## src/rtl/tt2d_pkg.sv

```systemverilog
`timescale 1ns / 1ps
// ----------------------------------------------------------------------------
// Triangle transform package
// Request codes, controller/datapath command types, the quarter-wave sine
// table and the angle folding helper.
// ----------------------------------------------------------------------------
package tt2d_pkg;

   typedef enum logic [1:0] {
      OP_LOAD      = 2'd0,
      OP_TRANSLATE = 2'd1,
      OP_SCALE     = 2'd2,
      OP_ROTATE    = 2'd3
   } op_type;

   localparam int VERTEX_COUNT  = 3;
   localparam int CENTROID_DIV  = 3;
   localparam int DIV_DIGITS    = 4;
   localparam int TABLE_FRAC    = 14;
   localparam int DEG_QUARTER   = 90;
   localparam int DEG_HALF      = 180;
   localparam int DEG_3QUARTER  = 270;
   localparam int DEG_FULL      = 360;

   // Angle reduction: offset makes any 16-bit angle positive while keeping it
   // congruent modulo a full turn, then a reciprocal multiply estimates the
   // quotient (never too high, at most one low).
   localparam int ANG_U_W       = 17;
   localparam int ANG_PROD_W    = 34;
   localparam int ANGLE_OFFSET  = 33120;
   localparam int ANGLE_RECIP   = 93206;
   localparam int RECIP_SHIFT   = 25;

   localparam logic [14:0] SIN_Q14 [0:90] = '{
      15'd0,     15'd286,   15'd572,   15'd857,   15'd1143,  15'd1428,  15'd1713,
      15'd1997,  15'd2280,  15'd2563,  15'd2845,  15'd3126,  15'd3406,  15'd3686,
      15'd3964,  15'd4240,  15'd4516,  15'd4790,  15'd5063,  15'd5334,  15'd5604,
      15'd5872,  15'd6138,  15'd6402,  15'd6664,  15'd6924,  15'd7182,  15'd7438,
      15'd7692,  15'd7943,  15'd8192,  15'd8438,  15'd8682,  15'd8923,  15'd9162,
      15'd9397,  15'd9630,  15'd9860,  15'd10087, 15'd10311, 15'd10531, 15'd10749,
      15'd10963, 15'd11174, 15'd11381, 15'd11585, 15'd11786, 15'd11982, 15'd12176,
      15'd12365, 15'd12551, 15'd12733, 15'd12911, 15'd13085, 15'd13255, 15'd13421,
      15'd13583, 15'd13741, 15'd13894, 15'd14044, 15'd14189, 15'd14330, 15'd14466,
      15'd14598, 15'd14726, 15'd14849, 15'd14968, 15'd15082, 15'd15191, 15'd15296,
      15'd15396, 15'd15491, 15'd15582, 15'd15668, 15'd15749, 15'd15826, 15'd15897,
      15'd15964, 15'd16026, 15'd16083, 15'd16135, 15'd16182, 15'd16225, 15'd16262,
      15'd16294, 15'd16322, 15'd16344, 15'd16362, 15'd16374, 15'd16382, 15'd16384
   };

   typedef struct packed {
      logic [6:0] idx;
      logic       neg;
   } trig_fold_type;

   typedef struct packed {
      logic       capture;
      logic       load_write;
      logic       div_step;
      logic       centroid;
      logic       mul;
      logic       sum;
      logic       write_back;
      logic [1:0] vidx;
      op_type     op;
   } dp_cmd_type;

   typedef struct packed {
      logic out_free;
   } dp_status_type;

   function automatic logic [14:0] sin_lookup(input logic [6:0] idx);
      if (idx > 7'(DEG_QUARTER)) begin
         return 15'd0;
      end
      return SIN_Q14[idx];
   endfunction

   // Maps an angle in 0..359 onto the quarter-wave table and a sign.
   function automatic trig_fold_type trig_fold(input logic [8:0] deg);
      trig_fold_type f;
      logic [8:0]    d;
      d = 9'd0;
      if (deg <= 9'(DEG_QUARTER)) begin
         d     = deg;
         f.neg = 1'b0;
      end else if (deg <= 9'(DEG_HALF)) begin
         d     = 9'(DEG_HALF) - deg;
         f.neg = 1'b0;
      end else if (deg <= 9'(DEG_3QUARTER)) begin
         d     = deg - 9'(DEG_HALF);
         f.neg = 1'b1;
      end else begin
         d     = 9'(DEG_FULL) - deg;
         f.neg = 1'b1;
      end
      f.idx = d[6:0];
      return f;
   endfunction

endpackage

```

## src/rtl/tt2d_ctrl.sv

```systemverilog
`timescale 1ns / 1ps
// ----------------------------------------------------------------------------
// Triangle transform controller
// Sequences request capture, the centroid division and the per-vertex
// multiply, sum and write-back steps of the datapath.
// ----------------------------------------------------------------------------
module tt2d_ctrl #(
   parameter int COORD_WIDTH = 16
) (
   input  logic                   clock,
   input  logic                   reset,
   input  logic                   req_valid,
   input  logic [1:0]             req_type,
   output logic                   req_stall,
   output tt2d_pkg::dp_cmd_type   cmd,
   input  tt2d_pkg::dp_status_type status
);

   localparam int DIV_STEPS = ((COORD_WIDTH + 2) + tt2d_pkg::DIV_DIGITS - 1)
                              / tt2d_pkg::DIV_DIGITS;
   localparam int CNT_W     = $clog2(DIV_STEPS);

   typedef enum logic [2:0] {
      ST_IDLE,
      ST_DIV,
      ST_CENT,
      ST_MUL,
      ST_SUM,
      ST_WB
   } state_type;

   state_type            state_ff;
   tt2d_pkg::op_type     op_ff;
   logic [1:0]           vidx_ff;
   logic [CNT_W-1:0]     cnt_ff;
   logic                 stall_ff;
   logic                 accept;
   tt2d_pkg::op_type     req_op;

   assign req_op    = tt2d_pkg::op_type'(req_type);
   assign accept    = req_valid && !stall_ff;
   assign req_stall = stall_ff;

   always_ff @(posedge clock) begin
      if (reset) begin
         state_ff <= ST_IDLE;
         op_ff    <= tt2d_pkg::OP_LOAD;
         vidx_ff  <= 2'd0;
         cnt_ff   <= '0;
         stall_ff <= 1'b0;
      end else begin
         unique case (state_ff)
            ST_IDLE: begin
               if (accept && (req_op != tt2d_pkg::OP_LOAD)) begin
                  op_ff    <= req_op;
                  vidx_ff  <= 2'd0;
                  cnt_ff   <= '0;
                  stall_ff <= 1'b1;
                  state_ff <= (req_op == tt2d_pkg::OP_ROTATE) ? ST_DIV : ST_MUL;
               end
            end
            ST_DIV: begin
               cnt_ff <= cnt_ff + CNT_W'(1);
               if (cnt_ff == CNT_W'(DIV_STEPS - 1)) begin
                  state_ff <= ST_CENT;
               end
            end
            ST_CENT: begin
               state_ff <= ST_MUL;
            end
            ST_MUL: begin
               state_ff <= ST_SUM;
            end
            ST_SUM: begin
               state_ff <= ST_WB;
            end
            ST_WB: begin
               if (status.out_free) begin
                  if (vidx_ff == 2'(tt2d_pkg::VERTEX_COUNT - 1)) begin
                     stall_ff <= 1'b0;
                     state_ff <= ST_IDLE;
                  end else begin
                     vidx_ff  <= vidx_ff + 2'd1;
                     state_ff <= ST_MUL;
                  end
               end
            end
            default: begin
               state_ff <= ST_IDLE;
            end
         endcase
      end
   end

   always_comb begin
      cmd            = '0;
      cmd.capture    = accept;
      cmd.load_write = accept && (req_op == tt2d_pkg::OP_LOAD);
      cmd.div_step   = (state_ff == ST_DIV);
      cmd.centroid   = (state_ff == ST_CENT);
      cmd.mul        = (state_ff == ST_MUL);
      cmd.sum        = (state_ff == ST_SUM);
      cmd.write_back = (state_ff == ST_WB) && status.out_free;
      cmd.vidx       = vidx_ff;
      cmd.op         = op_ff;
   end

endmodule

```

## config.mk

```make
export PLATFORM = sky130hd
export DESIGN_NAME = tt2d_ctrl
export DESIGN_NICKNAME = d
export VERILOG_FILES = /design/src/rtl/tt2d_pkg.sv /design/src/rtl/tt2d_ctrl.sv
export SDC_FILE = /design/constraint.sdc
export NUM_CORES = 1
export LEC_CHECK = 0
export BUFFER_PORTS_ARGS = -buffer_cell sky130_fd_sc_hd__buf_2
export CORE_MARGIN = 8
export CORE_UTILIZATION = 35
export CTS_CLUSTER_DIAMETER = 30
export CTS_CLUSTER_SIZE = 16
export DETAILED_ROUTE_END_ITERATION = 10
export GPL_ROUTABILITY_DRIVEN = 0
export GPL_TIMING_DRIVEN = 0
export PLACE_DENSITY_LB_ADDON = 0.05
export SYNTH_ARGS = -nofsm -noshare
export SYNTH_HDL_FRONTEND = slang
export SYNTH_SLANG_ARGS = --single-unit
```

## constraint.sdc

```tcl
create_clock -name clock -period 1.7 [get_ports clock]
set_input_delay 0.34 -clock clock [delete_from_list [all_inputs] [get_ports clock]]
set_output_delay 0.34 -clock clock [all_outputs]
set_load 0.02 [all_outputs]
```

Word-level counts from Yosys, hierarchy flattened
Index checks and enable logic that the tools add are counted.
{"block": "word_totals", "register_bits": 11, "in_bits": 6, "output_inout_bits": 12, "elab_cells": 51}
{"block": "op_classes", "addsub": 2, "eq_ne": 13, "mux": 16, "n_reduce_logical": 15}
{"operator": "$pmux W3 S6", "n": 1}
{"operator": "$mux W3", "n": 4}
{"operator": "$mux W2", "n": 5}
{"operator": "$eq A3 B3 Y1 const B", "n": 3}
{"operator": "$ne A2 B2 Y1 const B", "n": 4}
{"operator": "$reduce_and A4 Y1", "n": 2}
{"operator": "$eq A3 B2 Y1 const B", "n": 2}
{"operator": "$pmux W3 S2", "n": 1}
{"operator": "$reduce_bool A2 Y1", "n": 3}
{"operator": "$eq A2 B2 Y1 const B", "n": 2}
{"operator": "$logic_and A1 B1 Y1", "n": 4}
{"operator": "$pmux W2 S2", "n": 1}
{"operator": "$reduce_and A2 Y1", "n": 2}
{"operator": "$add A3 B1 Y3 const B", "n": 1}
{"operator": "$eq A3 B1 Y1 const B", "n": 1}
{"operator": "$logic_not A3 Y1", "n": 1}
{"operator": "$mux W1", "n": 3}
{"operator": "$reduce_and A3 Y1", "n": 1}
{"operator": "$add A2 B1 Y2 const B", "n": 1}
{"operator": "$logic_not A2 Y1", "n": 1}
{"operator": "$ne A2 B1 Y1 const B", "n": 1}
{"operator": "$pmux W1 S2", "n": 1}
{"operator": "$logic_not A1 Y1", "n": 1}

Logic depth before layout (Yosys ltp)
Gate-level depths: netlist (run 1).
{"block": "depth", "word_depth": 5, "ltp_mapped": 6, "depth_no_buf": 6}

Least setup slack after synthesis (run 1)
Ideal clock, no wire load.
{"block": "synth_path", "path_type": "register to register", "start": "register state_ff[2]", "end": "register cnt_ff[2]", "setup_time_ns": 0.078, "arrival_ns": 1.442, "t_required_ns": 1.622, "path_slack_ns": 0.180, "stages_incl_launch_ff": 7, "path_buffers": 1, "synth_period_minus_slack_ns": 1.520, "cell_sequence": "dfxtp_1 buf_6 or3b_2 inv_1 nand2_1 xor2_1 nor3_1"}
{"item": "start, declared", "line": "tt2d_ctrl.sv:32", "text": "state_type state_ff;"}
{"item": "start signal, assigned", "line": "tt2d_ctrl.sv:59", "text": "state_ff <= (req_op == tt2d_pkg::OP_ROTATE) ? ST_DIV : ST_MUL;"}
{"item": "end signal, assigned", "line": "tt2d_ctrl.sv:63", "text": "cnt_ff <= cnt_ff + CNT_W'(1);"}
{"item": "end, declared", "line": "tt2d_ctrl.sv:35", "text": "logic [CNT_W-1:0] cnt_ff;"}

==> load_flow_metrics.sql, run 1 <==
INSERT INTO impl_metrics (metric_group, metric, value, unit) VALUES
('detailed_routing', 'vias', '622', ''),
('floorplanning', 'io-pin-count', '18', ''),
('job', 'number_of_maximum_capacitance_violations', '0', ''),
('setup_path', 'path_delay_family', 'simple AND/OR/NAND/NOR gates', ''),
('clock_network', 'clk_transition_reported_paths', '0.07', 'ns'),
('setup_path', 'critPathKind', 'flop to output port', ''),
('setup_path', 'worst-path-buf-inv', '3', ''),
('floorplanning', 'die_w', '58.6', 'um'),
('detailed_routing', 'detail_route.wl_per_cell', '11.9', 'um'),
('yosys', 'synth_fp_nets', '91', ''),
('cells_and_area', 'diodes', '0', ''),
('cells_and_area', 'multi_input_comb_area', '344', 'um2'),
('clock_network', 'ctsLongestPathBuffers', '2', ''),
('global_routing', 'number_of_antenna_violations_at_the_first_check_in_global_routing', '0', ''),
('yosys', 'synth_top_cells_by_area', 'sky130_fd_sc_hd__dfxtp_1, sky130_fd_sc_hd__a21oi_1, sky130_fd_sc_hd__ha_1', ''),
('sta', 'final-hold-violation-count', '0', ''),
('yosys', 'async_flop_share', '0', '%'),
('setup_path', 'worstPathRequired', '1.36', 'ns'),
('detailed_routing', 'final_antenna_net_count', '0', ''),
('power', 'total_leakage_power', '0.363', 'nW'),
('detailed_routing', 'first_pass_iters', '4', ''),
('sta', 'finalSetupViolCount', '0', ''),
('setup_path', 'crit_chain', 'buf_6 -> or3b_4 -> inv_2 -> buf_6', ''),
('setup_path', 'setup.worst_path.end_class', 'output port', ''),
('yosys', 'synth_seq_cells', '11', ''),
('status', 'outcome', 'finished clean', ''),
('detailed_routing', 'remaining_drc_errors', '0', ''),
('yosys', 'postSynthAreaPerCell', '7.74', 'um2'),
('hold_path', 'worstHoldPathType', 'primary input to flop', ''),
('global_routing', 'vias_in_the_first_global_route', '606', ''),
('floorplanning', 'std_cell_rows', '15', ''),
('cells_and_area', 'syn2layout_area_growth', '25.2', '%'),
('sta', 'finalSetupTns', '0', 'ns'),
('floorplanning', 'fp.coreArea', '0.00171', 'mm2'),
('detailed_routing', 'routed_wl', '1540', 'um'),
('yosys', 'cell_type_with_the_highest_aggregate_area_in_the_netlist', 'sky130_fd_sc_hd__dfxtp_1', ''),
('yosys', 'synth_cell_types', '27', ''),
('placed_design', 'dpl.cell_count', '124', ''),
('cells_and_area', 'fillerInstances', '183', ''),
('clock_network', 'clock_sinks', '11', ''),
('clock_network', 'cts-buffers-inserted', '3', ''),
('yosys', 'netlist_instances', '82', ''),
('cells_and_area', 'layout.cell_area.non_filler', '795', 'um2'),
('sta', 'max_freq', '0.612', 'GHz'),
('power', 'power_density', '1320', 'mW/mm2'),
('setup_path', 'crit_path_start_kind', 'flop', ''),
('sta', 'finalClockSkew', '0.00216', 'ns'),
('sta', 'worst-slew-pin-transition', '0.480', 'ns'),
('power', 'sw_frac_of_total', '39.7', '%'),
('cells_and_area', 'layout.area.seq', '220', 'um2'),
('yosys', 'synthesis.yosys.warnings', '0', ''),
('placed_design', 'post-place-ws', '0.110', 'ns'),
('setup_path', 'critical-path-top-cell-by-count', 'sky130_fd_sc_hd__buf_6', ''),
('global_routing', 'grt_pass1_wl', '2630', 'um'),
('yosys', 'synth_sequential_area_ratio', '34.7', '%'),
('global_routing', 'groute.usage.overall', '9.74', '%'),
('sta', 'period_minus_slack', '1.63', 'ns'),
('yosys', 'synth_commonest_cells', 'sky130_fd_sc_hd__a21oi_1, sky130_fd_sc_hd__dfxtp_1, sky130_fd_sc_hd__nand2_1', ''),
('setup_path', 'cp_max_fo', '10', ''),
('power', 'internal_power', '0.631', 'mW'),
('clock_network', 'cts_htree_levels', '1', ''),
('power', 'pwr-share-clk', '17.6', '%'),
('floorplanning', 'initial_core_util', '37.1', '%'),
('sta', 'slew_headroom', '68.0', '%'),
('clock_network', 'hold_bufs_at_cts', '0', ''),
('setup_path', 'cp.arrival', '1.29', 'ns'),
('floorplanning', 'dieArea', '0.00343', 'mm2'),
('yosys', 'synth-edff-count', '0', ''),
('yosys', 'synth.top_cell.area_share', '34.7', '%'),
('placed_design', 'dpl.hpwl', '1190', 'um'),
('detailed_routing', 'drt_initial_violations', '7', '');
==> final cells by class <==
| cell class | instances | area share (%) |
|---|---|---|
| clock buffer | 4 | 3.31 |
| sequential | 11 | 27.7 |
| multi-input combinational | 57 | 43.3 |
| buffer | 6 | 5.51 |
| tap | 25 | 3.94 |
| inverter | 8 | 3.78 |
| timing repair buffer | 18 | 12.4 |
==> cells by family after synthesis <==
logic type / count (synthesis) / share of synthesized area, %
AND/OR/NAND/NOR: 34 / 28.0
AO/OA/AOI/OAI: 18 / 17.0
buffers and inverters: 14 / 11.4
flip-flops: 11 / 34.7
adder cells (fa/ha/maj): 3 / 5.92
XOR/XNOR: 1 / 1.38
multiplexers: 1 / 1.58
==> cell usage in the layout, fill, tap and decap left out, types with 4 or more instances in the layout <==
cell type                  instances
sky130_fd_sc_hd__buf_2            17
sky130_fd_sc_hd__a21oi_1          11
sky130_fd_sc_hd__dfxtp_1          11
sky130_fd_sc_hd__nand2_1           9
sky130_fd_sc_hd__inv_1             7
sky130_fd_sc_hd__nor2_1            6
sky130_fd_sc_hd__nor3_1            5
sky130_fd_sc_hd__nand2b_1          4
==> flip-flops by register name, indices dropped and copies added (netlist names) <==
name	count
cnt_ff	3
state_ff	3
vidx_ff	2
op_ff	2
req_stall	1
==> worst register-to-register path: cells and delay by family (launching register included) <==
family / cells / cell delay [ns]
compound gates: 1 / 0.12
simple gates: 3 / 0.76
flops: 1 / 0.31
buf+inv: 2 / 0.30
==> through the flow <==
stage / hold WS (ns) / util [%]
2_1_floorplan: 0.476 / -
3_3_place_gp: 0.443 / 44.0
3_5_place_dp: 0.448 / 44.0
4_1_cts: 0.326 / 46.5
5_1_grt: 0.352 / 46.5
6_report: 0.336 / 46.5
==> worst paths after layout <==
kind         depth (start not counted)                      to                      from  slack, ns
max reg2reg                          6  cnt_ff[1]$_SDFFE_PP0P_  state_ff[2]$_SDFFE_PP0P_       0.11
min                                  3   op_ff[0]$_SDFFE_PP0P_               req_type[0]       0.34
min reg2reg                          2   op_ff[1]$_SDFFE_PP0P_     op_ff[1]$_SDFFE_PP0P_       0.46
max                                  4                  cmd[8]  state_ff[1]$_SDFFE_PP0P_       0.07
==> metal layers <==
| layer | GRT usage, % | up-vias | routed length [um] |
|---|---|---|---|
| met5 | 0 | - | 0 |
| met4 | 6.14 | 0 | 49 |
| met3 | 2.83 | 5 | 80 |
| met2 | 14.2 | 18 | 615 |
| met1 | 12.2 | 275 | 789 |
| li1 | - | 324 | - |
==> power groups by stage <==
stage          Combinational, mW  Sequential, mW  Clock [mW]
2_1_floorplan              0.352           0.355           0
3_3_place_gp               0.481           0.343           0
3_5_place_dp               0.482           0.345           0
4_1_cts                    0.528           0.339       0.195
5_1_grt                    0.581           0.344       0.200
6_report                   0.524           0.338       0.184
==> what timing repair did <==
| action | 4_1_cts | 5_1_grt |
|---|---|---|
| gates resized for setup | 5 | 0 |
| setup buffers | 1 | 0 |
| endpoints found under the hold margin | 0 | 0 |
| setup endpoints to repair | 2 | 0 |
Power figures use the tool's default switching activity.
==> run 2, diff against run 1 <==
CELL_PAD_IN_SITES_DETAIL_PLACEMENT = 1   (was unset)
CELL_PAD_IN_SITES_GLOBAL_PLACEMENT = 2   (was unset)
CORE_ASPECT_RATIO = 1.4   (was unset)
CORE_UTILIZATION = 27   (was 35)
==> run 2 against run 1 <==
Combinational power is essentially flat. Sequential cell count stayed put. Setup slack got worse by 0.024 ns. Cell count down 1.6%. Critical endpoint unchanged. Largest cell class unchanged. Largest power group unchanged. Highest routed layer unchanged.
==> load_flow_metrics.sql, run 2 (synthesis gave the netlist of run 1 again) <==
INSERT INTO impl_metrics (metric_group, metric, value, unit) VALUES
('status', 'outcome', 'finished clean', ''),
('power', 'report.power.total', '1.06', 'mW'),
('sta', 'grt_setup_unrepaired', 'false', ''),
('clock_network', 'cts-buffers-inserted', '3', ''),
('floorplanning', 'dieArea', '0.00418', 'mm2'),
('sta', 'layout_worst_path_cycle_share', '97.6', '%'),
('detailed_routing', 'drt_initial_violations', '15', ''),
('detailed_routing', 'final_antenna_net_count', '0', ''),
('cells_and_area', 'drive_above_1_share', '30.8', '%'),
('power', 'power_density', '1340', 'mW/mm2'),
('global_routing', 'groute.usage.overall', '8.64', '%'),
('detailed_routing', 'routed_wl', '1780', 'um'),
('clock_network', 'ctsLongestPathBuffers', '2', ''),
('power', 'worst_ir_drop_vdd', '0.653', 'mV'),
('setup_path', 'setup.worst_path.end_class', 'output port', ''),
('cells_and_area', 'layout_top_registers', 'cnt_ff (3), state_ff (3)', ''),
('global_routing', 'number_of_antenna_violations_at_the_first_check_in_global_routing', '0', ''),
('clock_network', 'clock_tree_from_tritoncts', 'done', ''),
('setup_path', 'cp_max_fo', '10', ''),
('sta', 'max_freq', '0.603', 'GHz'),
('clock_network', 'cts_htree_levels', '1', ''),
('clock_network', 'clk_transition_reported_paths', '0.08', 'ns'),
('cells_and_area', 'final_cell_mix', 'sky130_fd_sc_hd__buf_2, sky130_fd_sc_hd__a21oi_1, sky130_fd_sc_hd__dfxtp_1', ''),
('sta', 'finalClockSkew', '0.00930', 'ns'),
('global_routing', 'vias_in_the_first_global_route', '654', ''),
('global_routing', 'grt_remaining_overflow', '0', ''),
('global_routing', 'grt_pass1_wl', '2880', 'um'),
('setup_path', 'cp.arrival', '1.32', 'ns'),
('sta', 'slew_headroom', '64.3', '%'),
('sta', 'final_max_slew_viol_count', '0', ''),
('sta', 'finalSetupViolCount', '0', ''),
('sta', 'finalSetupTns', '0', 'ns'),
('floorplanning', 'floorplan.die.height', '73.4', 'um'),
('cells_and_area', 'final_core_util', '34.3', '%'),
('power', 'total_switching_power', '0.428', 'mW'),
('clock_network', 'hold_bufs_at_cts', '0', ''),
('sta', 'worst-slew-pin-transition', '0.536', 'ns'),
('sta', 'final-hold-violation-count', '0', ''),
('power', 'reg_power_share', '32.6', '%'),
('clock_network', 'worstSkewPairLatency', '0.28', 'ns'),
('global_routing', 'largest_net_degree_at_the_start_of_global_routing', '11', ''),
('floorplanning', 'die_w', '57.0', 'um'),
('power', 'comb_power_share', '49.7', '%'),
('power', 'pwr-share-clk', '17.8', '%'),
('detailed_routing', 'detail_route.wl_per_cell', '14.0', 'um'),
('floorplanning', 'std_cell_rows', '21', ''),
('power', 'total_leakage_power', '0.364', 'nW'),
('setup_path', 'worstPathRequired', '1.36', 'ns'),
('floorplanning', 'io-pin-count', '18', ''),
('job', 'number_of_maximum_capacitance_violations', '0', ''),
('cells_and_area', 'syn2layout_area_growth', '25.0', '%'),
('detailed_routing', 'via_per_inst', '4.98', ''),
('power', 'sw_frac_of_total', '40.3', '%'),
('hold_path', 'worstHoldPathType', 'primary input to flop', ''),
('cells_and_area', 'leading_cell_type_in_the_layout_fill_and_taps_excluded', 'sky130_fd_sc_hd__buf_2', ''),
('power', 'internal_power', '0.633', 'mW'),
('placed_design', 'count_of_buffers_inserted_at_the_top_level_ports', '17', ''),
('clock_network', 'clock_sinks', '11', ''),
('sta', 'period_minus_slack', '1.66', 'ns'),
('cells_and_area', 'diodes', '0', ''),
('cells_and_area', 'finish.net_count', '114', ''),
('floorplanning', 'initial_core_util', '27.4', '%'),
('detailed_routing', 'vias', '633', ''),
('detailed_routing', 'first_pass_iters', '4', ''),
('detailed_routing', 'remaining_drc_errors', '0', ''),
('setup_path', 'crit_path_start_kind', 'flop', ''),
('setup_path', 'critPathKind', 'flop to output port', ''),
('placed_design', 'dpl.hpwl', '1340', 'um'),
('floorplanning', 'fp.coreArea', '0.00231', 'mm2'),
('clock_network', 'cts.root.buffer_cell', 'sky130_fd_sc_hd__clkbuf_4', '');
==> run 2: cell count changes in the layout (fill, tap and decap cells not counted), sizes merged <==
cell,delta
buf,+1
clkbuf,-1
==> run 2: worst max-delay path, cell delays in order (launching register included) <==
cell	delay, ns
sky130_fd_sc_hd__dfxtp_2	0.34
sky130_fd_sc_hd__buf_6	0.13
sky130_fd_sc_hd__or3b_4	0.38
sky130_fd_sc_hd__inv_2	0.08
sky130_fd_sc_hd__buf_6	0.11
==> run 2: routing by layer <==
layer | share of wire (%) | GRT usage, %
met2 | 48 | 13.9
met5 | 0 | 0
met4 | 1.7 | 4.71
met3 | 5.3 | 2.25
met1 | 44 | 10.1
==> run 2: worst paths after layout <==
| check | from | endpoint | slack (ns) | cells after the start |
|---|---|---|---|---|
| max | state_ff[1]$_SDFFE_PP0P_ | cmd[8] | 0.04 | 4 |
| min | reset | state_ff[1]$_SDFFE_PP0P_ | 0.32 | 4 |
| max reg2reg | state_ff[2]$_SDFFE_PP0P_ | cnt_ff[1]$_SDFFE_PP0P_ | 0.10 | 6 |
| min reg2reg | op_ff[1]$_SDFFE_PP0P_ | op_ff[1]$_SDFFE_PP0P_ | 0.45 | 2 |
==> run 2: final cells by class <==
| type | instances | area [um2] |
|---|---|---|
| tap | 23 | 28.8 |
| inverter | 8 | 30.0 |
| timing repair buffer | 18 | 98.8 |
| buffer | 6 | 43.8 |
| sequential | 11 | 221 |
| multi-input combinational | 57 | 344 |
| clock buffer | 4 | 26.3 |
| fill | 314 | 1520 |
==> run 2: through the flow <==
step	instance area, um2	std cells	hold WS [ns]	worst slack, ns
2_1_floorplan	634	82	0.476	0.180
3_5_place_dp	748	122	0.449	0.0900
4_1_cts	790	127	0.312	0.0193
5_1_grt	793	127	0.349	0.00563
3_3_place_gp	748	122	0.442	0.0971
6_report	793	127	0.322	0.0415
==> run 2: timing repair <==
item / 4_1_cts / 5_1_grt
gates resized for setup: 5 / 2
pin swaps: 0 / 0
endpoints found under the setup margin: 2 / 2
buffers inserted: 1 / 0
==> run 2: power by group through the flow <==
stage               logic (mW)  registers [mW]  clock network, mW
floorplan                0.352           0.355                  0
global placement         0.493           0.348                  0
detailed placement       0.489           0.350                  0
CTS                      0.528           0.346              0.199
global route             0.584           0.351              0.206
finish                   0.527           0.346              0.189
==> run 3, diff against run 2 <==
CORE_UTILIZATION = 29   (was 27)
clock period = 2.1 ns   (was 1.7 ns; I/O delays follow)
==> run 3 against run 2 <==
First-iteration DRC count decreased by 20%. Register-to-register slack gained 0.39 ns. Power shrank 23%. Cell count shrank 1.6%. Clock power shrank 21%. Via count fell by 1.3%. Combinational power decreased by 25%. Die area decreased by 5.2%. Non-clock buffer count decreased by 1. Sequential power decreased by 20%. Clock-buffer cell count unchanged. Utilization grew 2.0 points. Critical path type unchanged. Critical endpoint unchanged. Largest power group unchanged.
==> load_flow_metrics.sql, run 3 (synthesis gave the netlist of run 1 again) <==
INSERT INTO impl_metrics (metric_group, metric, value, unit) VALUES
('status', 'outcome', 'finished clean', ''),
('global_routing', 'largest_net_degree_at_the_start_of_global_routing', '11', ''),
('clock_network', 'clock_sinks', '11', ''),
('sta', 'final-hold-violation-count', '0', ''),
('cells_and_area', 'leading_cell_type_in_the_layout_fill_and_taps_excluded', 'sky130_fd_sc_hd__buf_2', ''),
('sta', 'max_freq', '0.508', 'GHz'),
('detailed_routing', 'routed_wl', '1770', 'um'),
('detailed_routing', 'first_pass_iters', '3', ''),
('power', 'total_leakage_power', '0.354', 'nW'),
('hold_path', 'worstHoldPathType', 'primary input to flop', ''),
('floorplanning', 'fp.coreArea', '0.00213', 'mm2'),
('setup_path', 'path_delay_family', 'buffers and inverters', ''),
('global_routing', 'grt_remaining_overflow', '0', ''),
('power', 'total_switching_power', '0.340', 'mW'),
('setup_path', 'setup.worst_path.end_class', 'output port', ''),
('clock_network', 'cts_htree_levels', '1', ''),
('clock_network', 'cts-buffers-inserted', '3', ''),
('clock_network', 'post_cts_setup_repair_bufs', '0', ''),
('cells_and_area', 'final_cell_count_no_fill', '125', ''),
('setup_path', 'crit_path_start_kind', 'flop', ''),
('floorplanning', 'io-pin-count', '18', ''),
('job', 'number_of_maximum_capacitance_violations', '0', ''),
('global_routing', 'groute.usage.overall', '9.41', '%'),
('detailed_routing', 'via_per_inst', '5.00', ''),
('sta', 'slew_headroom', '66.8', '%'),
('clock_network', 'cts_resized', '0', ''),
('floorplanning', 'std_cell_rows', '20', ''),
('clock_network', 'worstSkewPairLatency', '0.27', 'ns'),
('placed_design', 'count_of_buffers_inserted_at_the_top_level_ports', '17', ''),
('sta', 'finalClockSkew', '0.00216', 'ns'),
('clock_network', 'hold_bufs_at_cts', '0', ''),
('detailed_routing', 'detail_route.wl_per_cell', '14.1', 'um'),
('detailed_routing', 'final_antenna_net_count', '0', ''),
('cells_and_area', 'layout_top_registers', 'cnt_ff (3), state_ff (3)', ''),
('clock_network', 'cts.root.buffer_cell', 'sky130_fd_sc_hd__clkbuf_4', ''),
('cells_and_area', 'syn2layout_area_growth', '21.9', '%'),
('cells_and_area', 'final_core_util', '36.4', '%'),
('global_routing', 'vias_in_the_first_global_route', '679', ''),
('sta', 'period_minus_slack', '1.97', 'ns'),
('global_routing', 'busiest_layer', 'met2', ''),
('clock_network', 'clock_tree_from_tritoncts', 'done', ''),
('detailed_routing', 'vias', '625', ''),
('setup_path', 'cp.arrival', '1.55', 'ns'),
('sta', 'layout_worst_path_cycle_share', '93.8', '%'),
('placed_design', 'dpl.hpwl', '1360', 'um'),
('cells_and_area', 'fillerInstances', '286', ''),
('sta', 'finalSetupTns', '0', 'ns'),
('detailed_routing', 'remaining_drc_errors', '0', ''),
('power', 'internal_power', '0.483', 'mW'),
('power', 'reg_power_share', '33.8', '%'),
('global_routing', 'grtUsageMet1', '10.6', '%'),
('global_routing', 'met3_use_gr', '2.65', '%'),
('global_routing', 'number_of_antenna_violations_at_the_first_check_in_global_routing', '0', ''),
('setup_path', 'critical_path.max_stage_delay', '0.46', 'ns'),
('cells_and_area', 'drive_above_1_share', '27.2', '%'),
('detailed_routing', 'drt_initial_violations', '12', ''),
('setup_path', 'worst-path-buf-inv', '3', ''),
('setup_path', 'timing.critical_path.slowest_stage_cell', 'sky130_fd_sc_hd__or3b_2', ''),
('sta', 'worst-slew-pin-transition', '0.498', 'ns'),
('sta', 'final_critical_path_setup_slack', '0.130', 'ns'),
('clock_network', 'ctsLongestPathBuffers', '2', ''),
('sta', 'final_max_slew_viol_count', '0', ''),
('placed_design', 'dpl.cell_count', '121', ''),
('power', 'comb_power_share', '48.1', '%'),
('power', 'power_density', '1060', 'mW/mm2'),
('clock_network', 'clk_transition_reported_paths', '0.07', 'ns'),
('sta', 'finalSetupViolCount', '0', ''),
('setup_path', 'worstPathRequired', '1.68', 'ns'),
('placed_design', 'post-place-ws', '0.431', 'ns'),
('setup_path', 'crit_chain', 'buf_6 -> or3b_2 -> inv_1 -> buf_2', ''),
('floorplanning', 'floorplan.die.height', '71.3', 'um'),
('power', 'worst_ir_drop_vdd', '0.467', 'mV'),
('setup_path', 'cp_max_fo', '10', ''),
('cells_and_area', 'diodes', '0', ''),
('floorplanning', 'initial_core_util', '29.8', '%'),
('power', 'pwr-share-clk', '18.1', '%'),
('power', 'sw_frac_of_total', '41.3', '%'),
('sta', 'grt_setup_unrepaired', 'false', ''),
('floorplanning', 'dieArea', '0.00396', 'mm2'),
('global_routing', 'groute.layer.met2.usage', '15.3', '%'),
('cells_and_area', 'finish.net_count', '113', ''),
('global_routing', 'grt_pass1_wl', '3060', 'um'),
('cells_and_area', 'final_cell_mix', 'sky130_fd_sc_hd__buf_2, sky130_fd_sc_hd__a21oi_1, sky130_fd_sc_hd__dfxtp_1', ''),
('floorplanning', 'die_w', '55.5', 'um'),
('setup_path', 'critPathKind', 'flop to output port', '');
==> run 3: power by group through the flow <==
| stage | Combinational (mW) | Clock, mW | Sequential, mW |
|---|---|---|---|
| 6_report | 0.396 | 0.149 | 0.278 |
| 5_1_grt | 0.443 | 0.161 | 0.283 |
| 4_1_cts | 0.401 | 0.156 | 0.277 |
| 3_5_place_dp | 0.400 | 0 | 0.281 |
| 3_3_place_gp | 0.397 | 0 | 0.281 |
| 2_1_floorplan | 0.285 | 0 | 0.288 |
==> run 3: worst paths after layout <==
| check | slack, ns | start | cells past startpoint | to |
|---|---|---|---|---|
| setup / recovery | 0.13 | state_ff[1]$_SDFFE_PP0P_ | 4 | cmd[8] |
| hold / removal | 0.43 | req_type[0] | 3 | op_ff[0]$_SDFFE_PP0P_ |
| setup reg to reg | 0.49 | state_ff[2]$_SDFFE_PP0P_ | 6 | vidx_ff[0]$_SDFFE_PP0P_ |
| hold reg to reg | 0.45 | op_ff[0]$_SDFFE_PP0P_ | 2 | op_ff[0]$_SDFFE_PP0P_ |
==> run 3: metal layers <==
layer | share of wire [%] | up-vias
met5 | 0 | -
met4 | 1.0 | 0
met3 | 4.7 | 2
met2 | 47 | 12
met1 | 47 | 293
li1 | - | 318
==> run 3: worst register-to-register path: stages, from the launching register on <==
cell and delay, ns:
sky130_fd_sc_hd__dfxtp_1 0.31, sky130_fd_sc_hd__buf_6 0.13, sky130_fd_sc_hd__or3_4 0.40, sky130_fd_sc_hd__or3_1 0.30, sky130_fd_sc_hd__buf_2 0.18, sky130_fd_sc_hd__nand3_1 0.10, sky130_fd_sc_hd__a21oi_1 0.06
==> run 3: layout make-up <==
cell class / count / area (um2) / area share, %
Multi-Input combinational cell: 57 / 342 / 44.2
Sequential cell: 11 / 220 / 28.5
Timing Repair Buffer: 17 / 85.1 / 11.0
Buffer: 6 / 42.5 / 5.50
Inverter: 8 / 30.0 / 3.88
Tap cell: 22 / 27.5 / 3.56
Clock buffer: 4 / 26.3 / 3.40
==> run 3: per-stage QoR <==
| step | instance area, um2 | hold WS [ns] | total power [mW] |
|---|---|---|---|
| after floorplan | 634 | 0.513 | 0.572 |
| after global placement | 747 | 0.443 | 0.678 |
| after detailed placement | 747 | 0.447 | 0.681 |
| after CTS | 773 | 0.426 | 0.834 |
| after global routing | 773 | 0.449 | 0.887 |
| final | 773 | 0.431 | 0.823 |
